[config.mk]
export PLATFORM = sky130hd
export DESIGN_NAME = rgb_block_to_yuv420_top
export DESIGN_NICKNAME = d
export VERILOG_FILES = /design/src/sv/ryuv_pkg.sv /design/src/sv/ryuv_lane.sv /design/src/sv/ryuv_merge.sv /design/src/sv/rgb_block_to_yuv420_top.sv
export VERILOG_INCLUDE_DIRS = /design/src /design/src/sv
export SDC_FILE = /design/constraint.sdc
export NUM_CORES = 2
export LEC_CHECK = 0
export ABC_CLOCK_PERIOD_IN_PS = 25000
export CAP_MARGIN = 10
export CORE_MARGIN = 2
export CORE_UTILIZATION = 45
export DETAILED_ROUTE_END_ITERATION = 8
export DONT_BUFFER_PORTS = 1
export SLEW_MARGIN = 0
export SYNTH_ARGS = -nofsm -noshare
export SYNTH_HDL_FRONTEND = slang
export SYNTH_HIERARCHICAL = 1
export SYNTH_SLANG_ARGS = --single-unit
[constraint.sdc]
create_clock -name clk -period 25 [get_ports clk]
set_clock_uncertainty 0.1 [all_clocks]
set_input_delay 3.75 -clock clk [delete_from_list [all_inputs] [get_ports clk]]
set_output_delay 3.75 -clock clk [all_outputs]
set_load 0.02 [all_outputs]
[src/sv/assert_macros.svh]
// Assertion macros used by the top level of the colour conversion block.
`ifndef ASSERT_MACROS_SVH
`define ASSERT_MACROS_SVH

// Same-cycle implication, sampled on clk and switched off while rst is high.
`define CHK_IMP(name, pre, post, msg) \
  name: assert property (@(posedge clk) disable iff (rst) (pre) |-> (post)) else $error(msg);

// Next-cycle implication, sampled on clk and switched off while rst is high.
`define CHK_NXT(name, pre, post, msg) \
  name: assert property (@(posedge clk) disable iff (rst) (pre) |=> (post)) else $error(msg);

`endif

[src/sv/ryuv_pkg.sv]
// Types and fixed-point constants of the RGB block to YUV 4:2:0 converter.
package ryuv_pkg;

  localparam int PIX_W   = 8;
  localparam int NUM_PIX = 4;
  localparam int FRAC_W  = 16;
  localparam int YSUM_W  = 24;
  localparam int DIFF_W  = 9;
  localparam int PROD_W  = 26;
  localparam int SUM_W   = 11;
  localparam int ACC_W   = 28;
  localparam int COEF_W  = 16;

  // Luma weights in Q16; they add up to exactly one.
  localparam logic [COEF_W-1:0] WY0 = 16'd19595;
  localparam logic [COEF_W-1:0] WY1 = 16'd38470;
  localparam logic [COEF_W-1:0] WY2 = 16'd7471;

  // Chroma scale factors in Q16.
  localparam logic [COEF_W-1:0] KU = 16'd37028;
  localparam logic [COEF_W-1:0] KV = 16'd46727;

  localparam logic [PIX_W-1:0] CHROMA_OFFSET = 8'd128;
  localparam logic [PIX_W-1:0] PIX_MAX       = 8'd255;

  typedef struct packed {
    logic [PIX_W-1:0] red;
    logic [PIX_W-1:0] green;
    logic [PIX_W-1:0] blue;
  } pixel_t;

  typedef struct packed {
    logic s1_en;
    logic s2_en;
  } lane_ctrl_t;

  typedef struct packed {
    logic s3_en;
    logic s4_en;
  } merge_ctrl_t;

endpackage

[src/sv/ryuv_lane.sv]
// One pixel lane: luma, then the two chroma products, over two register stages.
module ryuv_lane
  import ryuv_pkg::*;
(
  input  logic                     clk,
  input  lane_ctrl_t               ctrl,
  input  pixel_t                   pix,
  output logic [PIX_W-1:0]         luma,
  output logic signed [PROD_W-1:0] prod_u,
  output logic signed [PROD_W-1:0] prod_v
);

  logic [YSUM_W-1:0]        ysum;
  logic [PIX_W-1:0]         y1;
  logic [PIX_W-1:0]         red1;
  logic [PIX_W-1:0]         blue1;
  logic signed [DIFF_W-1:0] diff_u;
  logic signed [DIFF_W-1:0] diff_v;

  // The weights sum to one in Q16, so the integer part never exceeds 255.
  always_comb begin
    ysum = YSUM_W'(pix.red)   * YSUM_W'(WY0)
         + YSUM_W'(pix.green) * YSUM_W'(WY1)
         + YSUM_W'(pix.blue)  * YSUM_W'(WY2);
  end

  always_ff @(posedge clk) begin
    if (ctrl.s1_en) begin
      y1    <= ysum[YSUM_W-1:FRAC_W];
      red1  <= pix.red;
      blue1 <= pix.blue;
    end
  end

  assign diff_u = signed'({1'b0, blue1}) - signed'({1'b0, y1});
  assign diff_v = signed'({1'b0, red1}) - signed'({1'b0, y1});

  always_ff @(posedge clk) begin
    if (ctrl.s2_en) begin
      luma   <= y1;
      prod_u <= PROD_W'(signed'({1'b0, KU})) * PROD_W'(diff_u);
      prod_v <= PROD_W'(signed'({1'b0, KV})) * PROD_W'(diff_v);
    end
  end

endmodule

[src/sv/ryuv_merge.sv]
// Merging stage: chains the lanes' chroma products and forms the output beat.
module ryuv_merge
  import ryuv_pkg::*;
(
  input  logic                     clk,
  input  merge_ctrl_t              ctrl,
  input  logic [PIX_W-1:0]         luma_in [NUM_PIX],
  input  logic signed [PROD_W-1:0] prod_u [NUM_PIX],
  input  logic signed [PROD_W-1:0] prod_v [NUM_PIX],
  output logic [PIX_W-1:0]         luma_out [NUM_PIX],
  output logic [PIX_W-1:0]         chroma_u,
  output logic [PIX_W-1:0]         chroma_v
);

  localparam logic [ACC_W-1:0] FracMask = ACC_W'((1 << FRAC_W) - 1);

  // Adds one Q16 product to an integer sum and truncates toward zero.
  function automatic logic signed [SUM_W-1:0] chroma_step(
    input logic signed [SUM_W-1:0]  sum,
    input logic signed [PROD_W-1:0] prod
  );
    logic signed [ACC_W-1:0] acc;
    acc = signed'({{(ACC_W-SUM_W-FRAC_W){sum[SUM_W-1]}}, sum, {FRAC_W{1'b0}}})
        + ACC_W'(prod);
    if (acc[ACC_W-1]) begin
      acc = acc + signed'(FracMask);
    end
    return acc[FRAC_W+SUM_W-1:FRAC_W];
  endfunction

  // Quarter of the sum toward zero, then offset and clamp to a pixel.
  function automatic logic [PIX_W-1:0] chroma_out(input logic signed [SUM_W-1:0] sum);
    logic signed [SUM_W-1:0] adj;
    logic signed [SUM_W-1:0] val;
    adj = sum[SUM_W-1] ? sum + SUM_W'(3) : sum;
    val = (adj >>> 2) + signed'(SUM_W'(CHROMA_OFFSET));
    if (val[SUM_W-1]) begin
      return '0;
    end else if (val > signed'(SUM_W'(PIX_MAX))) begin
      return PIX_MAX;
    end
    return val[PIX_W-1:0];
  endfunction

  logic [PIX_W-1:0]         y3 [NUM_PIX];
  logic signed [SUM_W-1:0]  su3;
  logic signed [SUM_W-1:0]  sv3;
  logic signed [PROD_W-1:0] pu3 [2];
  logic signed [PROD_W-1:0] pv3 [2];
  logic signed [SUM_W-1:0]  su4;
  logic signed [SUM_W-1:0]  sv4;

  // Top row is folded in here, bottom row in the next stage.
  always_ff @(posedge clk) begin
    if (ctrl.s3_en) begin
      y3     <= luma_in;
      su3    <= chroma_step(chroma_step('0, prod_u[0]), prod_u[1]);
      sv3    <= chroma_step(chroma_step('0, prod_v[0]), prod_v[1]);
      pu3[0] <= prod_u[2];
      pu3[1] <= prod_u[3];
      pv3[0] <= prod_v[2];
      pv3[1] <= prod_v[3];
    end
  end

  assign su4 = chroma_step(chroma_step(su3, pu3[0]), pu3[1]);
  assign sv4 = chroma_step(chroma_step(sv3, pv3[0]), pv3[1]);

  always_ff @(posedge clk) begin
    if (ctrl.s4_en) begin
      luma_out <= y3;
      chroma_u <= chroma_out(su4);
      chroma_v <= chroma_out(sv4);
    end
  end

endmodule

[src/sv/rgb_block_to_yuv420_top.sv]
// Top level of the RGB 2x2 block to YUV 4:2:0 converter.
//
// Each slave beat carries one 2x2 block of 8-bit RGB pixels; each master beat
// carries the four luma samples of that block and its shared U and V samples.
// Four pixel lanes compute luma and the chroma products side by side, and a
// two-stage merge folds the products into the chroma sums in pixel order.
// An accepted beat moves through the two lane stages and the two merge stages,
// the last of which drives the master side. One block is taken every cycle for
// as long as the master side takes results; the four register stages, each
// with its own valid bit, set that figure. When the receiver stalls, the
// stages fill in turn and s_tready falls only once every stage holds a block,
// so up to four blocks wait inside. Reset empties all stages; no result is
// pending afterwards. There is no tlast or tuser on either side.
module rgb_block_to_yuv420_top
  import ryuv_pkg::*;
(
  input  logic        clk,
  input  logic        rst,
  input  logic        s_tvalid,
  output logic        s_tready,
  // tl_red, tl_green, tl_blue, tr_red, tr_green, tr_blue,
  // bl_red, bl_green, bl_blue, br_red, br_green, br_blue (8 bits each)
  input  logic [95:0] s_tdata,
  output logic        m_tvalid,
  input  logic        m_tready,
  // luma_tl, luma_tr, luma_bl, luma_br, chroma_u, chroma_v (8 bits each)
  output logic [47:0] m_tdata
);

  localparam int PixBits = 3 * PIX_W;

  pixel_t                   pix [NUM_PIX];
  lane_ctrl_t               lane_ctrl;
  merge_ctrl_t              merge_ctrl;
  logic [PIX_W-1:0]         lane_y [NUM_PIX];
  logic signed [PROD_W-1:0] lane_pu [NUM_PIX];
  logic signed [PROD_W-1:0] lane_pv [NUM_PIX];
  logic [PIX_W-1:0]         luma_out [NUM_PIX];
  logic [PIX_W-1:0]         chroma_u;
  logic [PIX_W-1:0]         chroma_v;

  logic v1, v2, v3;
  logic ready2, ready3, ready4;

  // Each stage moves on when it is empty or the stage after it can move.
  assign ready4   = !m_tvalid || m_tready;
  assign ready3   = !v3 || ready4;
  assign ready2   = !v2 || ready3;
  assign s_tready = !v1 || ready2;

  assign lane_ctrl.s1_en  = s_tready && s_tvalid;
  assign lane_ctrl.s2_en  = ready2 && v1;
  assign merge_ctrl.s3_en = ready3 && v2;
  assign merge_ctrl.s4_en = ready4 && v3;

  always_ff @(posedge clk) begin
    if (rst) begin
      v1       <= 1'b0;
      v2       <= 1'b0;
      v3       <= 1'b0;
      m_tvalid <= 1'b0;
    end else begin
      if (s_tready) begin
        v1 <= s_tvalid;
      end
      if (ready2) begin
        v2 <= v1;
      end
      if (ready3) begin
        v3 <= v2;
      end
      if (ready4) begin
        m_tvalid <= v3;
      end
    end
  end

  always_comb begin
    for (int p = 0; p < NUM_PIX; p++) begin
      pix[p].red   = s_tdata[p*PixBits +: PIX_W];
      pix[p].green = s_tdata[p*PixBits + PIX_W +: PIX_W];
      pix[p].blue  = s_tdata[p*PixBits + 2*PIX_W +: PIX_W];
    end
  end

  for (genvar g = 0; g < NUM_PIX; g++) begin : g_lane
    ryuv_lane u_lane (
      .clk    (clk),
      .ctrl   (lane_ctrl),
      .pix    (pix[g]),
      .luma   (lane_y[g]),
      .prod_u (lane_pu[g]),
      .prod_v (lane_pv[g])
    );
  end

  ryuv_merge u_merge (
    .clk      (clk),
    .ctrl     (merge_ctrl),
    .luma_in  (lane_y),
    .prod_u   (lane_pu),
    .prod_v   (lane_pv),
    .luma_out (luma_out),
    .chroma_u (chroma_u),
    .chroma_v (chroma_v)
  );

  assign m_tdata = {chroma_v, chroma_u, luma_out[3], luma_out[2], luma_out[1], luma_out[0]};

`include "assert_macros.svh"

  `CHK_IMP(a_full_when_blocked, !s_tready, v1 && v2 && v3 && m_tvalid, "input stalled with a free stage")
  `CHK_NXT(a_accept_fills_s1, s_tvalid && s_tready, v1, "accepted beat did not reach the first stage")
  `CHK_NXT(a_merge_reaches_out, v3 && ready4, m_tvalid, "merged block did not reach the output")
  `CHK_NXT(a_stall_keeps_result, m_tvalid && !m_tready, m_tvalid, "pending result dropped while stalled")

endmodule
Yosys cells after proc, flatten, opt, wreduce, memory -nomap -nowiden
Memory sizes are Yosys's and may differ from the RTL's.
Index checks and enable logic that the tools add are counted.
{ "word_totals": {"in_bits": 100, "ramBits": 100, "out_inout_bits": 50, "reg_bits": 434, "mem_count": 2, "elab_cells": 136} }
{ "memory_table": {"columns": ["name", "words", "width", "rd", "rd_clocked_by_memory_dff", "wr", "line", "source"], "rows": [
  ["u_merge.pv3", 2, 26, 2, 0, 2, "ryuv_merge.sv:49", "logic signed [PROD_W-1:0] pv3 [2];"],
  ["u_merge.pu3", 2, 24, 2, 0, 2, "ryuv_merge.sv:48", "logic signed [PROD_W-1:0] pu3 [2];"]
]} }
{ "op_classes": {"muxes": 26, "add_sub_neg": 34, "multipliers": 20, "order_cmp": 2, "n_reduce_logical": 12} }
{ "op_table": {"columns": ["op", "n"], "rows": [
  ["2-to-1 mux 27 bit", 10],
  ["multiplier 8 x 15 -> 23 bit, second input constant", 8],
  ["adder 27 x 26 -> 28 bit", 6],
  ["adder 27 x 17 -> 27 bit, second input constant", 6],
  ["multiplier 17 x 9 -> 26 bit, first input constant", 4],
  ["adder 23 x 24 -> 24 bit", 4],
  ["adder 24 x 21 -> 24 bit", 4],
  ["multiplier 15 x 9 -> 24 bit, first input constant", 4],
  ["multiplier 8 x 13 -> 21 bit, second input constant", 4],
  ["subtractor 8 x 8 -> 9 bit", 8],
  ["adder 26 x 17 -> 27 bit, second input constant", 2],
  ["2-to-1 mux 8 bit", 6],
  ["adder 11 x 3 -> 11 bit, second input constant", 2],
  ["greater-than comparator 11 x 9 -> 1 bit, second input constant", 2],
  ["2-to-1 mux 11 bit", 2],
  ["adder 9 x 9 -> 10 bit, second input constant", 2],
  ["2-to-1 mux 1 bit", 8],
  ["logical AND 1 bit", 4],
  ["zero test 1 bit", 4],
  ["logical OR 1 bit", 4]
]} }

Longest topological paths before layout
An unclocked memory read counts as a cell.
{ "logic_depth": {"word_depth": 15, "mapped_depth": 29, "depth_no_buf": 29} }

Modules after synthesis
Netlist, hierarchy kept.
{ "by_module_without_submodules": {"columns": ["module", "n_inst", "area_per_inst_um2", "seq_area_each_um2", "cells_each"], "rows": [
  ["ryuv_lane (g_lane[0].u_lane ...)", 2, 13854.5, 2462.4, 1336],
  ["ryuv_lane (g_lane[2].u_lane)", 1, 13449.1, 2462.4, 1264],
  ["ryuv_lane (g_lane[3].u_lane)", 1, 13395.3, 2462.4, 1238],
  ["ryuv_merge", 1, 11264.6, 6185.9, 913],
  ["rgb_block_to_yuv420_top", 1, 191.4, 80.1, 22]
]} }

Worst setup path after synthesis
OpenSTA, ideal clock, no wires.
{ "synth_timing": {"path_type": "input to register", "from": "input m_tready", "to": "register g_lane[0].u_lane.luma[0] (enable)", "path_stages": 2, "required_ps": 24072, "setup_slack_ps": 10487, "setup_ps": 828, "path_buffers": 0, "t_arrival_ps": 13585, "path_cell_list": "and4b_1 -> nor2_1"} }
{ "synth_rtl": {"columns": ["item", "line", "source"], "rows": [
  ["start, declared", "rgb_block_to_yuv420_top.sv:25", "input logic m_tready,"],
  ["end signal, assigned", "ryuv_lane.sv:40", "luma <= y1;"],
  ["end, declared", "ryuv_lane.sv:8", "output logic [PIX_W-1:0] luma,"]
]} }

Final worst setup path
{ "layout_timing": {"from": "input s_tdata[13]", "to": "register g_lane[0].u_lane.y1[2] (data pin)"} }
{ "layout_via": {"elab_chain_len": 3} }
{ "layout_lines": {"columns": ["item", "line", "source"], "rows": [
  ["start, declared", "rgb_block_to_yuv420_top.sv:23", "input logic [95:0] s_tdata,"],
  ["multiplier 8 x 15 -> 23 bit", "ryuv_lane.sv:23", "+ YSUM_W'(pix.green) * YSUM_W'(WY1)"],
  ["adder 23 x 24 -> 24 bit", "ryuv_lane.sv:23", null],
  ["adder 24 x 21 -> 24 bit", "ryuv_lane.sv:24", "+ YSUM_W'(pix.blue) * YSUM_W'(WY2);"],
  ["via g_lane[0].u_lane.ysum[18]", "ryuv_lane.sv:13", "logic [YSUM_W-1:0] ysum;"],
  ["end signal, assigned", "ryuv_lane.sv:29", "y1 <= ysum[YSUM_W-1:FRAC_W];"],
  ["end, declared", "ryuv_lane.sv:14", "logic [PIX_W-1:0] y1;"]
]} }
The timed path passes the listed nets, and every way through them passes these cells.
A chain may end at the register's enable or synchronous reset.

==> reports/summary.log <==
[cts] # H-tree levels 3
[placed_design] placed standard-cell area 0.06843 mm^2
[setup_path] most repeated library cell on the critical path fa_1
[worst_hold_path] origin of the worst min-delay path g_lane[2].u_lane/prod_v[12]
[cells_and_area] share of post-route cells with drive strength above 1 3.167%
[setup_path] endpoint of the worst register-to-register path g_lane[3].u_lane/prod_v[24]
[sta] maximum clock frequency 0.09722 GHz
[sta] Tightest Pin Transition 1089 ps
[setup_path] FF-to-FF setup slack 17440 ps
[synthesis] ranking of synthesized cells by instance count 1415 x inv_1, 1388 x ha_1, 686 x fa_1
[floorplanning] number of cell rows 140
[setup_path] CP delay by family, top adder cells
[placed_design] HPWL reported at the end of detailed placement 116300 um
[synthesis] top post-synthesis cells by area ha_1 26%, edfxtp_1 24%, fa_1 21%, inv_1 8.0%, xnor2_1 3.2%
[floorplanning] Std-Cell Core Area 0.1456 mm^2
[synthesis] leading cell type by number of instances after synthesis inv_1
[cts] Resize count post-CTS 0
[floorplanning] Initial Util 45.35%
[global_route] total routing resource utilization after global routing 18.82%
[setup_path] library cell contributing the largest single delay on the critical path o41ai_1
[synthesis] dominant combinational cell family by area after synthesis adder cells
[synthesis] area share of and/or/nand/nor cells after synthesis 5.958%
[cells_and_area] post-layout net count 8343
[sta] setup total negative slack 0 ps
[cts] TritonCTS clock tree done
[sta] Final setup viols 0
[drt] total vias in the final route 41480
[cts] number of sinks on the clock net 538
[cts] source-to-sink clock delay at the later pin of the worst-skew pair 630 ps
[placed_design] Port Buffer Count 0
[synthesis] share of the yosys chip area belonging to registers 24.41%
[cells_and_area] layout overhead on the synthesized area 7.032%
[sta] endpoints failing hold 0
[synthesis] compound-cell area share of the yosys netlist 9.180%
[cells_and_area] n_diodes 0
[global_route] largest net degree at the start of global routing 151
[floorplanning] Boundary Pins 150
[worst_hold_path] endpoint with the worst hold slack u_merge/pv3[0][12]
[setup_path] data required time of the worst path 25270 ps
[setup_path] Worst Path Arrival 10560 ps
[synthesis] number of flops mapped to enable cells by yosys 534
[cts] CTS root buf clkbuf_16
[drt] drt total wl 137000 um
[cts] buffer count from post-CTS setup fixing 0
[synthesis] biggest area consumer among synthesized cells ha_1
[setup_path] logic depth of the worst register-to-register path 26
[global_route] gr ovfl total 0
[outcome] outcome completed
[drt] DR pass1 iterations 8
[setup_path] worst-path maximum fanout 6
[drt] number of design rule violations left after detail routing 0
[setup_path] beginning of the worst register-to-register path g_lane[3].u_lane/y1[1]
[cells_and_area] design area 0.07065 mm^2
[synthesis] post-synthesis mux area share 0.06255%
[floorplanning] Die Y-Extent 387 um
[synthesis] count of unique library cells instantiated by Yosys 98
[synthesis] post-synthesis xor/xnor area fraction 5.015%
[cts] maximum buffer depth of the clock tree 3
[drt] number of vias per cell 5.097
[synthesis] Post-Synth Adder-Cell Area 47.11%
[setup_path] Bufs and invs on worst path 4
[cts] clock transition time at the flip-flop clock pins of the worst setup and hold paths 60 ps
[placed_design] final weighted congestion in routability-driven placement 0.8887
[floorplanning] die width 387 um
[global_route] wire length of the first global-routing pass 227200 um
[setup_path] type of element launching the critical path input pin
[synthesis] total standard cell area after synthesis 0.06601 mm^2
[sta] Hold WS 308.4 ps
[sta] headroom to the max-slew limit 26.46%
[synthesis] post-synth top area share 26.31%
[sta] setup repair after global routing missed its margin no
[cts] hold bufs inserted after CTS 0
[setup_path] CP peak stage delay 990 ps
[drt] DRT iter0 DRCs 1894
[global_route] initial antenna violation count 0
[synthesis] Cells after Synth 6109
[sta] part of the cycle the worst path needs 41.15%
[worst_hold_path] Hold Crit Depth 0
[synthesis] flops & latches, synth 538
[flow_run] maxcap violations 0
[worst_hold_path] worst min path class flop to flop
[sta] count of pins over their slew limit 0
[drt] ANT nets after route 0
[floorplanning] Die Outline Area 0.1498 mm^2
[global_route] via count of the first global-routing pass 43167
[sta] Final min period 10290 ps
[synthesis] asr flop ratio synth 0%
[setup_path] Crit. End Element flop
[synthesis] per-instance average area after synthesis 10.81 um^2
[drt] post-detailed-route wirelength per cell 16.83 um
[synthesis] number of warnings printed during yosys synthesis 6
[setup_path] path type of the worst setup path input pin to flop
[cts] number of buffers created by CTS 67
[synthesis] Main synth FF type edfxtp_1
==> layer usage <==
layer	GRT usage [%]	share of wire (%)	up-vias
li1	-	-	20695
met1	26.38	48	20034
met2	30.74	46	591
met3	2.811	4.1	160
met4	4.242	2.1	0
met5	0	0	-
==> state kept, by name, indices dropped and copies added, names as in the netlist, 11 cells and up <==
signal	flops
g_lane.u_lane/prod_v	104
g_lane.u_lane/prod_u	96
u_merge/pu3	52
u_merge/pv3	52
g_lane.u_lane/blue1	32
g_lane.u_lane/luma	32
g_lane.u_lane/red1	32
g_lane.u_lane/y1	32
u_merge/luma_out	32
u_merge/y3	32
u_merge/su3	11
u_merge/sv3	11
==> worst max-delay path by stage <==
stage                     cells after the start                       end         from
after floorplan                               2  g_lane[0].u_lane/luma[0]     m_tready
after detailed placement                     25    g_lane[0].u_lane/y1[7]  s_tdata[13]
after global routing                         25    g_lane[0].u_lane/y1[2]  s_tdata[13]
final                                        25    g_lane[0].u_lane/y1[2]  s_tdata[13]
after CTS                                    25    g_lane[0].u_lane/y1[2]  s_tdata[13]
after global placement                       25    g_lane[0].u_lane/y1[7]  s_tdata[13]
==> final cells by class <==
type | count | area [um^2]
tap | 1917 | 2399
clock buffer | 73 | 1699
timing repair buffer | 10 | 87.58
multi-input combinational | 4135 | 44510
clock inverter | 48 | 520.5
sequential | 538 | 16120
inverter | 1417 | 5319
fill | 13268 | 74910
==> through the flow <==
stage          setup slack [ps]  utilization, %  instances
6_report                  14710           48.54       8138
5_1_grt                   14300           48.54       8138
4_1_cts                   14760           48.54       8138
3_5_place_dp              14080           47.01       8017
3_3_place_gp              14200           47.01       8017
2_1_floorplan             10490               -       6113
==> logic make-up (layout without fill, tap and decap cells) <==
| kind of cell | Yosys count | count (layout) |
|---|---|---|
| fa+ha+maj | 2074 | 2074 |
| compound gates | 904 | 904 |
| mux | 4 | 4 |
| other cells | 4 | 8 |
| flops | 538 | 538 |
| simple gates | 767 | 767 |
| xor+xnor | 378 | 378 |
| buf+inv | 1440 | 1548 |
==> layout by cell type, fill, tap and decap left out, types with 67 or more instances in the layout <==
master and count:
fa_1 686, o21ai_0 138, edfxtp_1 534, a21oi_1 270
a21o_1 120, inv_1 1415, nor2_1 185, nand2_1 168
xnor2_1 241, ha_1 1388, clkbuf_16 67, nand3_1 78
xor2_1 137
Power is left out: the tool's default activity adds up to more than one toggle a clock period on the data nets, which glitch-free logic cannot reach.
